`src/design/hrp_fifo.sv`:
```
// Small register queue used between the parser and the stores and at the result side.
module hrp_fifo #(
    parameter int W     = 8,
    parameter int DEPTH = 4,
    localparam int PW   = (DEPTH > 1) ? $clog2(DEPTH) : 1,
    localparam int CNTW = $clog2(DEPTH + 1)
) (
    input  logic            i_clk,
    input  logic            i_rst_n,
    input  logic            i_push,
    input  logic [W-1:0]    i_data,
    output logic            o_full,
    input  logic            i_pop,
    output logic [W-1:0]    o_data,
    output logic            o_empty,
    output logic [CNTW-1:0] o_count
);
    logic [W-1:0]    r_mem [DEPTH];
    logic [PW-1:0]   r_rd, r_wr;
    logic [CNTW-1:0] r_cnt;
    logic            do_push, do_pop;

    assign o_full  = (r_cnt == CNTW'(DEPTH));
    assign o_empty = (r_cnt == '0);
    assign o_count = r_cnt;
    assign o_data  = r_mem[r_rd];
    assign do_push = i_push && !o_full;
    assign do_pop  = i_pop && !o_empty;

    always_ff @(posedge i_clk) begin
        if (do_push) begin
            r_mem[r_wr] <= i_data;
        end
        if (!i_rst_n) begin
            r_rd  <= '0;
            r_wr  <= '0;
            r_cnt <= '0;
        end else begin
            if (do_push) begin
                r_wr <= (r_wr == PW'(DEPTH - 1)) ? '0 : r_wr + PW'(1);
            end
            if (do_pop) begin
                r_rd <= (r_rd == PW'(DEPTH - 1)) ? '0 : r_rd + PW'(1);
            end
            r_cnt <= r_cnt + CNTW'(do_push) - CNTW'(do_pop);
        end
    end
endmodule

```
`config.mk`:
```
export PLATFORM = sky130hd
export DESIGN_NAME = hrp_fifo
export DESIGN_NICKNAME = d
export VERILOG_FILES = /design/src/design/hrp_fifo.sv
export SDC_FILE = /design/constraint.sdc
export NUM_CORES = 1
export LEC_CHECK = 0
export ABC_CLOCK_PERIOD_IN_PS = 2300
export BUFFER_PORTS_ARGS = -buffer_cell sky130_fd_sc_hd__buf_2
export CELL_PAD_IN_SITES_DETAIL_PLACEMENT = 1
export CELL_PAD_IN_SITES_GLOBAL_PLACEMENT = 2
export CORE_ASPECT_RATIO = 1.5
export CORE_MARGIN = 2
export CORE_UTILIZATION = 36
export CTS_CLUSTER_DIAMETER = 40
export DETAILED_ROUTE_END_ITERATION = 8
export MAX_ROUTING_LAYER = met4
export PLACE_DENSITY = 0.78
export REMOVE_ABC_BUFFERS = 1
export SLEW_MARGIN = 20
export SYNTH_ARGS = -nofsm -noshare
export SYNTH_HDL_FRONTEND = slang
export SYNTH_SLANG_ARGS = --single-unit
```
`constraint.sdc`:
```
create_clock -name i_clk -period 2.3 [get_ports i_clk]
set_input_delay 0.69 -clock i_clk [delete_from_list [all_inputs] [get_ports i_clk]]
set_output_delay 0.69 -clock i_clk [all_outputs]
set_load 0.02 [all_outputs]
```
Word level (Yosys, flattened, before mapping)
Memories as Yosys holds them, arrays and structs flattened. A register that Yosys moved wholly into a read port is not among the register bits.
Cells that the tools add are included.
{"block": "totals", "regBits": 7, "ram_bits": 32, "in_bits": 12, "output_inout_bits": 13, "word_cells": 22, "mem_count": 1}
{"block": "classes", "add_sub_neg": 4, "n_eq_ne": 3, "muxes": 6, "reduce_logical": 5}
{"name": "r_mem", "words": 4, "width": 8, "rd": 1, "rd_ports_with_merged_regs": 1, "wr": 1, "line_no": "18", "source": "logic [W-1:0] r_mem [DEPTH];"}
{"cell": "2-bit two-way mux", "count": 4}
{"cell": "2-bit by 1-bit adder with 2-bit output, second input constant", "count": 2}
{"cell": "2-bit == test, second input constant", "count": 2}
{"cell": "3-bit by 1-bit adder with 3-bit output", "count": 1}
{"cell": "3-bit == test, second input constant", "count": 1}
{"cell": "3-bit logical NOT", "count": 1}
{"cell": "3-bit by 1-bit subtractor with 3-bit output", "count": 1}
{"cell": "1-bit logical AND", "count": 2}
{"cell": "1-bit logical NOT", "count": 2}
{"cell": "1-bit two-way mux", "count": 2}

Longest topological paths before layout
Gate-level depths: netlist of run 1.
{"block": "logic_depth", "ltp_word": 5, "mapped_depth": 11, "mapped_depth_nobuf": 10}

Worst setup path before layout of run 1
No wires, ideal clock.
{"block": "synth_timing", "path_type": "flip-flop to flip-flop", "from": "register r_cnt[2] (netlist: o_count[2])", "to": "register r_cnt[2] (netlist: o_count[2])", "setup_ns": 0.115, "arrival_time_ns": 2.223, "t_required_ns": 2.185, "setup_slack_ns": -0.038, "stages_incl_launch_ff": 12, "n_path_buf": 1, "period_less_slack_ns": 2.338, "cell_sequence": "dfxtp_1 > nor3b_4 > nor2b_2 > buf_6 > inv_1 > ha_1 > inv_1 > ha_1 > fa_1 > xnor2_1 > xnor2_1 > and2_1"}
{"block": "synth_via", "elab_chain_len": 5, "word_cells_on_any_way": 8, "cone_classes": "add/sub (2); eq/ne (1); reduce/logical (5)"}
{"item": "start: declaration", "line_no": "20", "source": "logic [CNTW-1:0] r_cnt;"}
{"item": "start signal: assignment", "line_no": "45", "source": "r_cnt <= r_cnt + CNTW'(do_push) - CNTW'(do_pop);"}
{"item": "3-bit == test", "line_no": "23", "source": "assign o_full = (r_cnt == CNTW'(DEPTH));"}
{"item": "net o_full", "line_no": "12", "source": "output logic o_full,"}
{"item": "1-bit logical NOT", "line_no": "27", "source": "assign do_push = i_push && !o_full;"}
{"item": "1-bit logical AND", "line_no": "27"}
{"item": "3-bit by 1-bit adder with 3-bit output", "line_no": "45"}
{"item": "3-bit by 1-bit subtractor with 3-bit output", "line_no": "45"}
The timed path passes the listed nets, and every way through them passes these cells.
A chain may end at the register's enable or synchronous reset.

==> implementation parameters, run 1 <==
Parameter                              Value

Critical path
  Cell breakdown of the critical path ... buf_4 -> mux4_2 -> buf_2
  Kind of cell adding the most delay to the critical path ... multiplexers
  Worst setup slack for register-to-register paths ... 0.15 ns
  Critical path's largest stage delay ... roughly 0.52 ns
  Endpoint required time on the critical path ... ~1.6 ns
  Critical path start-end classification ... reg -> out
  Cell with the largest stage delay on the worst path ... mux4_2
  Critical path fanouts, max ... 8
  Setup crit end kind ... output port
  Arrival time at the worst endpoint ... about 1.5 ns
  Reg-to-reg critical path startpoint ... o_count[1]$_SDFF_PN0_
  Crit path launch type ... flip-flop
  Reg-to-reg endpoint ... o_count[2]$_SDFF_PN0_
  Cells on worst reg2reg path ... 9
  Count of buffer and inverter cells on the critical path ... 2

GRT
  Initial antenna violation count ... 0
  Overall track demand over capacity in global routing ... 0.132
  Pin count of the biggest net entering global routing ... 13
  Overflow after GRT ... 0
  First-pass GRT wire length ... approximately 4.8 mm
  Via count of the first global-routing pass ... 1003

Place
  Last weighted congestion value of the routability-driven placer ... roughly 0.65
  Post-detail-place hpwl ... approximately 2.1 mm
  Number of port buffers ... 24

Finish
  Final Util ... 0.430
  Layout overhead on the synthesized area ... 15.8%
  Number of antenna diodes ... 0
  Commonest cells after routing, fill and taps aside ... edfxtp_1, buf_2, dfxtp_1
  Layout cell share with drive strength beyond 1 ... 0.381
  Most common cell after layout, fill and taps aside ... edfxtp_1
  Nets ... 145

STA
  Post-route worst hold slack ... around 0.51 ns
  Endpoints failing hold ... 0
  RSZ-0062 raised after global routing ... no
  Fraction of the cycle the final worst path needs ... 0.951
  Maximum clock frequency ... 457 MHz
  Relative slew margins ... 0.720
  Worst Tran Pin Value ... between 0.4 and 0.5 ns
  Count of pins over their slew limit ... 0
  Total setup violations reported at the end of the flow ... 0
  Post-route minimum period ... around 2.2 ns
  Post-Route Skew ... around 0.0065 ns

Yosys
  Number of synthesis warnings ... 0
  Post-synth EDFFs ... 32
  Fraction of synthesis flops using an asynchronous set or reset pin ... 0
  FF+latch count, synth ... between 40 and 50
  Syn_area_per_cell ... about 17 sq um
  Post-synthesis instance area ... 0.00166 sq mm
  Sequential share of the synthesized area ... 0.688
  Primary FF master, synth ... edfxtp_1
  Count of distinct cell types in the synthesized netlist ... 21
  Post-Syn Instances ... 95

Routing
  Vias per cell ... around 4.9
  DR pass1 iterations ... 4
  Number of design rule violations left after detail routing ... 0
  Vias ... 848
  Number of routed nets with antenna violations ... 0
  Detailed-route wire length ... about 2.8 mm
  Iteration-0 DRC Markers ... 16
  Wire per inst ... ~16 um

Floorplan
  Rows ... 30
  DIE AREA ... 0.00518 sq mm
  Starting Density ... 0.371
  Placeable Area ... 0.00447 sq mm
  I/O pin total ... 25
  Chip width ... ~60 um
  DIE HEIGHT ... roughly 87 um

Power
  Fraction of power consumed by combinational cells ... 0.303
  Final Power ... approximately 0.0020 W
  Lkg Pwr ... 0.725 nW
  Sequential cell fraction of total power ... 0.482
  Pint ... approximately 0.0014 W
  Switching pwr ... ~0.00063 W
  Power density relative to cell area ... 1060 mW/mm^2
  Clock network fraction of design power ... 0.215
  Peak VDD IR ... between 300 and 400 uV
  Switching part of the total power ... 0.311

Clock tree
  Post-CTS Repair Setup Buffers ... 0
  CTS tree ... yes
  Post-cts repair resize count ... 0
  Quantity of hold-fixing buffers added after cts ... 0
  Clock slew at the register clock pins of the worst setup and hold paths ... around 0.070 ns
  Cell at the root of the clock tree ... clkbuf_8
  Number of buffers created by CTS ... 5
  Buffer depth of the longest clock path ... 2
  Clock latency of the later-clocked register in the worst-skew pair ... roughly 0.29 ns
  Number of H-tree levels ... 2
  CTS sink cnt ... 41

Status
  Outcome ... completed

Hold path
  Hold Crit Depth ... 2
  Class of the tightest hold or removal check ... reg -> reg
  Startpoint of the most critical hold path ... r_wr[1]$_SDFFE_PN0P_
  Terminating pin of the worst hold path ... r_wr[1]$_SDFFE_PN0P_

Run
  Max Cap Violations ... 0
worst max path at each step:
stage / to / slack, ns / depth (start not counted)
after floorplan: o_count[2]$_SDFF_PN0_ / -0.04 / 9
after global placement: o_count[2]$_SDFF_PN0_ / -0.02 / 10
after detailed placement: o_count[2]$_SDFF_PN0_ / -0.05 / 10
after CTS: o_data[6] / 0.08 / 3
after global routing: o_count[2]$_SDFF_PN0_ / 0.001 / 9
final: o_data[6] / 0.11 / 3
worst min-delay path: cells and delay by family (launching register included):
| family | cells | cell delay [ns] |
|---|---|---|
| and+or+nand+nor | 1 | 0.07 |
| DFF | 1 | 0.34 |
| muxes | 1 | 0.05 |
through the flow:
step	cells	setup WS, ns	TNS (ns)	cell area [sq um]
final	174	0.112	0	1920
after global routing	174	0.00149	0	1920
after CTS	174	0.0780	0	1920
after detailed placement	166	-0.0465	-0.0465	1840
after global placement	166	-0.0200	-0.0200	1840
after floorplan	91	-0.0406	-0.0406	1640
registers in the layout, indices dropped and copies added (netlist names), named ones only:
name     cells
r_mem       32
r_rd         2
r_wr         2
o_count      3
kinds of logic (layout without fill, tap and decap cells):
logic type               after synthesis  count (layout)  synth area share
adder cells (fa/ha/maj)                8               8            0.0649
AND/OR/NAND/NOR                       20              20            0.0724
multiplexers                          10              10             0.121
flip-flops                            41              41             0.688
AO/OA/AOI/OAI                          3               3            0.0136
XOR/XNOR                               2               2            0.0106
buffers and inverters                 11              42            0.0302
per-layer routing:
metal  vias to the layer above  share of wire  global-route usage  wire length [um]
met5                         -              0                   -                 0
met4                         0          0.018              0.0496                51
met3                         6          0.052              0.0401               145
met2                        27           0.55               0.226              1510
met1                       412           0.38               0.139              1060
li1                        403              -                   -                 -
synth_stat cells (2+ instances only):
library cell   n  area, sq um
mux4_2         8          180
dfxtp_1        9          180
inv_1          7         26.3
nand3_1        2         10.0
and2_2         3         22.5
o21ai_0        2         10.0
edfxtp_1      32          961
and2_1         4         25.0
nor2_1         2         7.51
clkbuf_1       2         7.51
ha_1           7         87.6
mux2i_1        2         20.0
nand2_1        6         22.5
xnor2_1        2         17.5
final cells by class:
type,instances,area (sq um)
inverters,7,26.3
well taps,48,60.1
clock inverters,2,10.0
repair buffers,27,143
clock buffers,6,72.6
fillers,454,2550
flip-flops and latches,41,1140
multi-input cells,43,468
power by group through the flow:
stage                     registers, W  logic [W]  clock network [W]
after global placement        0.000993   0.000615                  0
after CTS                     0.000986   0.000636           0.000456
after detailed placement       0.00100   0.000634                  0
after global routing          0.000998   0.000692           0.000492
after floorplan                0.00102   0.000395                  0
final                         0.000983   0.000618           0.000438
Power figures use the tool's default switching activity.
==> run 2: changes to the inputs <==
- MAX_ROUTING_LAYER: met4 -> unset
==> implementation parameters, run 2 (synthesis gave the netlist of run 1 again) <==
Parameter                              Value

Status
  Outcome ... completed

GRT
  Pin count of the biggest net entering global routing ... 13 (unchanged)
  Overall track demand over capacity in global routing ... 0.128 (-0.00367)
  Overflow after GRT ... 0 (unchanged)
  First-pass GRT wire length ... 4.77 mm (unchanged)
  Initial antenna violation count ... 0 (unchanged)
  Via count of the first global-routing pass ... 1003 (unchanged)

Routing
  Iteration-0 DRC Markers ... 16 (unchanged)
  DR pass1 iterations ... 4 (unchanged)
  Number of design rule violations left after detail routing ... 0 (unchanged)
  Vias ... 848 (unchanged)
  Number of routed nets with antenna violations ... 0 (unchanged)
  Vias per cell ... 4.87 (unchanged)
  Detailed-route wire length ... 2.77 mm (about the same)
  Wire per inst ... 15.9 um (about the same)

Critical path
  Arrival time at the worst endpoint ... 1.50 ns (about the same)
  Setup crit end kind ... output port
  Reg-to-reg endpoint ... o_count[2]$_SDFF_PN0_
  Worst setup slack for register-to-register paths ... 0.15 ns (about the same)
  Endpoint required time on the critical path ... 1.61 ns (about the same)
  Reg-to-reg critical path startpoint ... o_count[1]$_SDFF_PN0_
  Crit path launch type ... flip-flop
  Critical path start-end classification ... reg -> out
  Cells on worst reg2reg path ... 9 (unchanged)
  Critical path fanouts, max ... 8 (unchanged)

Floorplan
  Chip width ... 59.4 um (unchanged)
  Placeable Area ... 0.00447 sq mm (unchanged)
  DIE HEIGHT ... 87.1 um (unchanged)
  Rows ... 30 (unchanged)
  Starting Density ... 0.371 (unchanged)
  DIE AREA ... 0.00518 sq mm (unchanged)
  I/O pin total ... 25 (unchanged)

STA
  Post-route minimum period ... 2.19 ns (unchanged)
  Count of pins over their slew limit ... 0 (unchanged)
  RSZ-0062 raised after global routing ... no
  Post-route worst hold slack ... 0.506 ns (-0.00000100 ns)
  Worst Tran Pin Value ... 0.420 ns (unchanged)
  Maximum clock frequency ... 457 MHz (unchanged)
  Relative slew margins ... 0.720 (unchanged)
  Fraction of the cycle the final worst path needs ... 0.951 (unchanged)
  Endpoints failing hold ... 0 (unchanged)
  Total setup violations reported at the end of the flow ... 0 (unchanged)
  Post-Route Skew ... 0.00646 ns (+0.00000647 ns)

Place
  Post-Place Cell Area ... 0.00184 sq mm (unchanged)
  Last weighted congestion value of the routability-driven placer ... 0.640 (-0.84%)
  Number of port buffers ... 24 (unchanged)
  Post-detail-place hpwl ... 2.08 mm (unchanged)

Finish
  Layout cell share with drive strength beyond 1 ... 0.381 (unchanged)
  Layout overhead on the synthesized area ... 15.8% (unchanged)
  Filler instances ... 454 (unchanged)
  Most common cell after layout, fill and taps aside ... edfxtp_1
  Commonest cells after routing, fill and taps aside ... edfxtp_1, buf_2, dfxtp_1
  Number of flip-flops in the largest register ... 32 (unchanged)
  Most flop-heavy register ... r_mem
  Nets ... 145 (unchanged)
  Number of antenna diodes ... 0 (unchanged)
  Final instance area ... 0.00192 sq mm (unchanged)

Hold path
  Class of the tightest hold or removal check ... reg -> reg
  Terminating pin of the worst hold path ... r_wr[1]$_SDFFE_PN0P_
  Startpoint of the most critical hold path ... r_wr[1]$_SDFFE_PN0P_
  Hold Crit Depth ... 2 (unchanged)

Clock tree
  CTS sink cnt ... 41 (unchanged)
  Post-CTS Repair Setup Buffers ... 0 (unchanged)
  Cell at the root of the clock tree ... clkbuf_8
  Clock latency of the later-clocked register in the worst-skew pair ... 0.29 ns (about the same)
  Number of H-tree levels ... 2 (unchanged)
  Post-cts repair resize count ... 0 (unchanged)
  Buffer depth of the longest clock path ... 2 (unchanged)
  CTS tree ... yes
  Quantity of hold-fixing buffers added after cts ... 0 (unchanged)
  Clock slew at the register clock pins of the worst setup and hold paths ... 0.07 ns (about the same)
  Number of buffers created by CTS ... 5 (unchanged)

Power
  Power density relative to cell area ... 1060 mW/mm^2 (about the same)
  Peak VDD IR ... 390 uV (about the same)
  Final Power ... 0.00204 W (about the same)
  Lkg Pwr ... 0.725 nW (unchanged)

Run
  Max Cap Violations ... 0 (unchanged)
run 2: metal layers:
layer  GRT usage  up-vias  wire, um
met5           0        -         0
met4      0.0496        0        51
met3      0.0416        6       150
met2       0.226       27      1510
met1       0.138      412      1050
li1            -      403         -
run 2: area by class of cell:
cell class / count / area [sq um] / share of cell area
Timing Repair Buffer: 27 / 143 / 0.0743
Tap cell: 48 / 60.1 / 0.0313
Multi-Input combinational cell: 43 / 468 / 0.244
Clock inverter: 2 / 10.0 / 0.00521
Clock buffer: 6 / 72.6 / 0.0378
Sequential cell: 41 / 1140 / 0.594
Inverter: 7 / 26.3 / 0.0137
run 2: worst max path at each step:
stage                                startpoint  depth (start not counted)                    end  slack [ns]
after global placement                   i_push                         10  o_count[2]$_SDFF_PN0_       -0.02
after global routing      o_count[1]$_SDFF_PN0_                          9  o_count[2]$_SDFF_PN0_       0.001
after CTS                             flip-flop                          3              o_data[6]        0.08
after detailed placement                 i_push                         10  o_count[2]$_SDFF_PN0_       -0.05
after floorplan                          i_push                          9  o_count[2]$_SDFF_PN0_       -0.04
final                                 flip-flop                          3              o_data[6]        0.11
run 2: critical path, stage by stage, from the launching register on:
cell and delay [ns]:
dfxtp_1 0.32, buf_4 0.20, mux4_2 0.52, buf_2 0.17
run 2: metrics by stage:
stage / setup TNS [ns] / std cells / util / setup slack [ns]
floorplan: -0.0406 / 91 / - / -0.0406
global placement: -0.0200 / 166 / 0.411 / -0.0200
detailed placement: -0.0465 / 166 / 0.411 / -0.0465
CTS: 0 / 174 / 0.430 / 0.0780
global route: 0 / 174 / 0.430 / 0.00149
finish: 0 / 174 / 0.430 / 0.112
run 2: where the power goes:
part           internal, W  leakage (nW)  switching (W)
Combinational     0.000284         0.313       0.000334
Sequential        0.000910         0.367      0.0000728
Clock             0.000210        0.0450       0.000228
==> run 3: changes to the inputs <==
- ABC_AREA: unset -> 1
- CORE_UTILIZATION: 36 -> 33
==> implementation parameters, run 3 <==
Parameter                              Value

Floorplan
  Rows ... 31 (+3.3%)
  Starting Density ... 0.344 (-0.0271)
  DIE AREA ... 0.00570 sq mm (+10%)
  I/O pin total ... 25 (unchanged)
  Placeable Area ... 0.00489 sq mm (+9.4%)
  Chip width ... 62.3 um (+4.8%)
  DIE HEIGHT ... 91.5 um (+5.0%)

Critical path
  Kind of cell adding the most delay to the critical path ... buffers and inverters
  Cell breakdown of the critical path ... inv_1 -> o21ai_0 -> o22ai_1 -> buf_2
  Cell with the largest stage delay on the worst path ... dfxtp_1
  Critical path start-end classification ... reg -> out
  Crit path launch type ... flip-flop
  Worst setup slack for register-to-register paths ... 0.40 ns (+0.25 ns)
  Count of buffer and inverter cells on the critical path ... 2 (unchanged)
  Critical path's largest stage delay ... 0.42 ns (-0.10 ns)
  Setup crit end kind ... output port
  Arrival time at the worst endpoint ... 1.48 ns (-0.02 ns)
  Reg-to-reg critical path startpoint ... o_count[1]$_SDFF_PN0_
  Endpoint required time on the critical path ... 1.61 ns (about the same)
  Critical path fanouts, max ... 9 (+1)

Routing
  Number of routed nets with antenna violations ... 0 (unchanged)
  Wire per inst ... 14.4 um (-9.4%)
  Number of design rule violations left after detail routing ... 0 (unchanged)
  Routed wire length on met2 ... 1.99 mm (+31%)
  Detailed-route wire length ... 3.51 mm (+27%)
  Vias ... 1128 (+33%)
  Vias per cell ... 4.64 (-4.8%)
  Wire length on met1 ... 1.31 mm (+25%)
  Uppermost metal layer occupied by signal nets ... met4
  Total met3 wirelength after detailed routing ... 143 um (-4.7%)
  DR pass1 iterations ... 3 (-1)
  Iteration-0 DRC Markers ... 12 (-4)

Yosys
  Fraction of synthesis flops using an asynchronous set or reset pin ... 0 (unchanged)
  Post-Syn Instances ... 142 (+49%)
  Count of distinct cell types in the synthesized netlist ... 20 (-4.8%)
  Primary FF master, synth ... edfxtp_1
  Number of synthesis warnings ... 0 (unchanged)
  Share of the synthesized area in the top cell type ... 0.571 (-0.00818)
  Largest cells by area after synthesis ... edfxtp_1, dfxtp_1, nor2_1
  Dominant cell type by area after synthesis ... edfxtp_1
  Library cell with the highest instance count after synthesis ... edfxtp_1
  Post-synth EDFFs ... 32 (unchanged)
  Post-synthesis instance area ... 0.00168 sq mm (+1.4%)
  FF+latch count, synth ... 41 (unchanged)
  Sequential share of the synthesized area ... 0.678 (-0.00972)
  Commonest cells in the netlist ... edfxtp_1, nor2_1, inv_1
  Syn_area_per_cell ... 11.9 sq um (-32%)

STA
  Fraction of the cycle the final worst path needs ... 0.945 (-0.00641)
  Post-route minimum period ... 2.17 ns (-0.0148 ns)
  Maximum clock frequency ... 460 MHz (+0.68%)
  Post-Route Skew ... 0.00376 ns (-0.00269 ns)
  Worst Tran Pin Value ... 0.343 ns (-0.0774 ns)
  Total setup violations reported at the end of the flow ... 0 (unchanged)
  Setup TNS ... 0 ns (unchanged)
  Count of pins over their slew limit ... 0 (unchanged)
  Relative slew margins ... 0.771 (+0.0513)
  RSZ-0062 raised after global routing ... no
  Endpoints failing hold ... 0 (unchanged)

Clock tree
  Clock slew at the register clock pins of the worst setup and hold paths ... 0.07 ns (about the same)
  Number of H-tree levels ... 2 (unchanged)
  Cell at the root of the clock tree ... clkbuf_8
  Clock latency of the later-clocked register in the worst-skew pair ... 0.29 ns (about the same)
  CTS sink cnt ... 41 (unchanged)
  Post-cts repair resize count ... 0 (unchanged)
  Number of buffers created by CTS ... 5 (unchanged)
  Buffer depth of the longest clock path ... 2 (unchanged)
  Post-CTS Repair Setup Buffers ... 0 (unchanged)
  CTS tree ... yes
  Quantity of hold-fixing buffers added after cts ... 0 (unchanged)

Finish
  Count of non-filler cells in the finished layout ... 243 (+40%)
  Layout overhead on the synthesized area ... 17.8%
  Number of antenna diodes ... 0 (unchanged)
  Final Util ... 0.406 (-0.0242)
  Filler instances ... 572 (+26%)
  Commonest cells after routing, fill and taps aside ... edfxtp_1, nor2_1, buf_2
  Layout cell share with drive strength beyond 1 ... 0.243 (-0.138)
  Nets ... 196 (+35%)
  Most common cell after layout, fill and taps aside ... edfxtp_1
  Number of flip-flops in the largest register ... 32 (unchanged)
  Most flop-heavy register ... r_mem

Place
  Placed cell count ... 235 (+42%)
  Post-detail-place hpwl ... 2.51 mm (+20%)
  Number of port buffers ... 24 (unchanged)
  Last weighted congestion value of the routability-driven placer ... 0.679 (+6.0%)

GRT
  First-pass GRT wire length ... 5.86 mm (+23%)
  Overflow after GRT ... 0 (unchanged)
  Overall track demand over capacity in global routing ... 0.135 (+0.00732)
  Initial antenna violation count ... 0 (unchanged)
  Pin count of the biggest net entering global routing ... 17 (+4)
  Via count of the first global-routing pass ... 1225 (+22%)

Power
  Peak VDD IR ... 538 uV (+38%)
  Final Power ... 0.00230 W (+13%)
  Power density relative to cell area ... 1160 mW/mm^2 (+9.4%)
  Lkg Pwr ... 0.815 nW (+12%)

Hold path
  Class of the tightest hold or removal check ... reg -> reg
  Startpoint of the most critical hold path ... r_rd[0]$_SDFFE_PN0N_

Run
  Max Cap Violations ... 0 (unchanged)

Status
  Outcome ... completed
## run 3: cell types whose count changed after synthesis, moves of 3 or more
cell and delta:
and2_1 -4, inv_1 +9, nor2_1 +27, nand2_1 +6, mux4_2 -8, o21ai_0 +10, o22ai_1 +8, and2_2 -3
## run 3: worst reg2reg max path: stages (launching register included)
cell	delay [ns]
dfxtp_1	0.36
nor2_1	0.15
nand2_1	0.13
inv_1	0.09
nor2_1	0.05
ha_1	0.26
inv_1	0.04
ha_1	0.18
fa_1	0.38
nor2_1	0.12
nor2_1	0.05
## run 3: area by class of cell
cell class,instances,area [sq um],area share
clock buffer,6,72.6,0.0366
clock inverter,2,10.0,0.00505
inverter,17,63.8,0.0322
multi-input combinational,82,455,0.230
sequential,41,1140,0.575
tap,66,82.6,0.0416
timing repair buffer,29,158,0.0795
## run 3: report_power, final
part	internal, W	total [W]	leakage [nW]	switching (W)
Clock	0.000210	0.000442	0.0450	0.000232
Combinational	0.000292	0.000855	0.403	0.000563
Sequential	0.000926	0.00100	0.368	0.0000785
Total	0.00143	0.00230	0.815	0.000874
## run 3: path summary, 6_finish.rpt
check / to / cells past startpoint
setup reg to reg: o_count[2]$_SDFF_PN0_ / 10
hold / removal: r_rd[0]$_SDFFE_PN0N_ / 2
hold reg to reg: r_rd[0]$_SDFFE_PN0N_ / 2
setup / recovery: o_data[0] / 4
## run 3: routing by layer
metal	vias up	global-route usage
met1	549	0.133
met4	0	0.0556
li1	550	-
met2	23	0.265
met3	6	0.0322
met5	-	0
## run 3: through the flow
stage / hold WS [ns] / setup WS, ns / instance area (sq um)
floorplan: 0.483 / 0.320 / 1660
global placement: 0.526 / 0.264 / 1900
detailed placement: 0.541 / 0.211 / 1900
CTS: 0.560 / 0.0927 / 1980
global route: 0.607 / 0.000690 / 1980
finish: 0.557 / 0.127 / 1980
## run 3: kinds of logic (layout without fill, tap and decap cells)
kind of cell | Yosys count | after routing | synth area share
simple gates | 47 | 47 | 0.114
flops | 41 | 41 | 0.678
compound gates | 26 | 26 | 0.0877
buf+inv | 19 | 54 | 0.0513
fa+ha+maj | 8 | 8 | 0.0639
xor+xnor | 1 | 1 | 0.00521
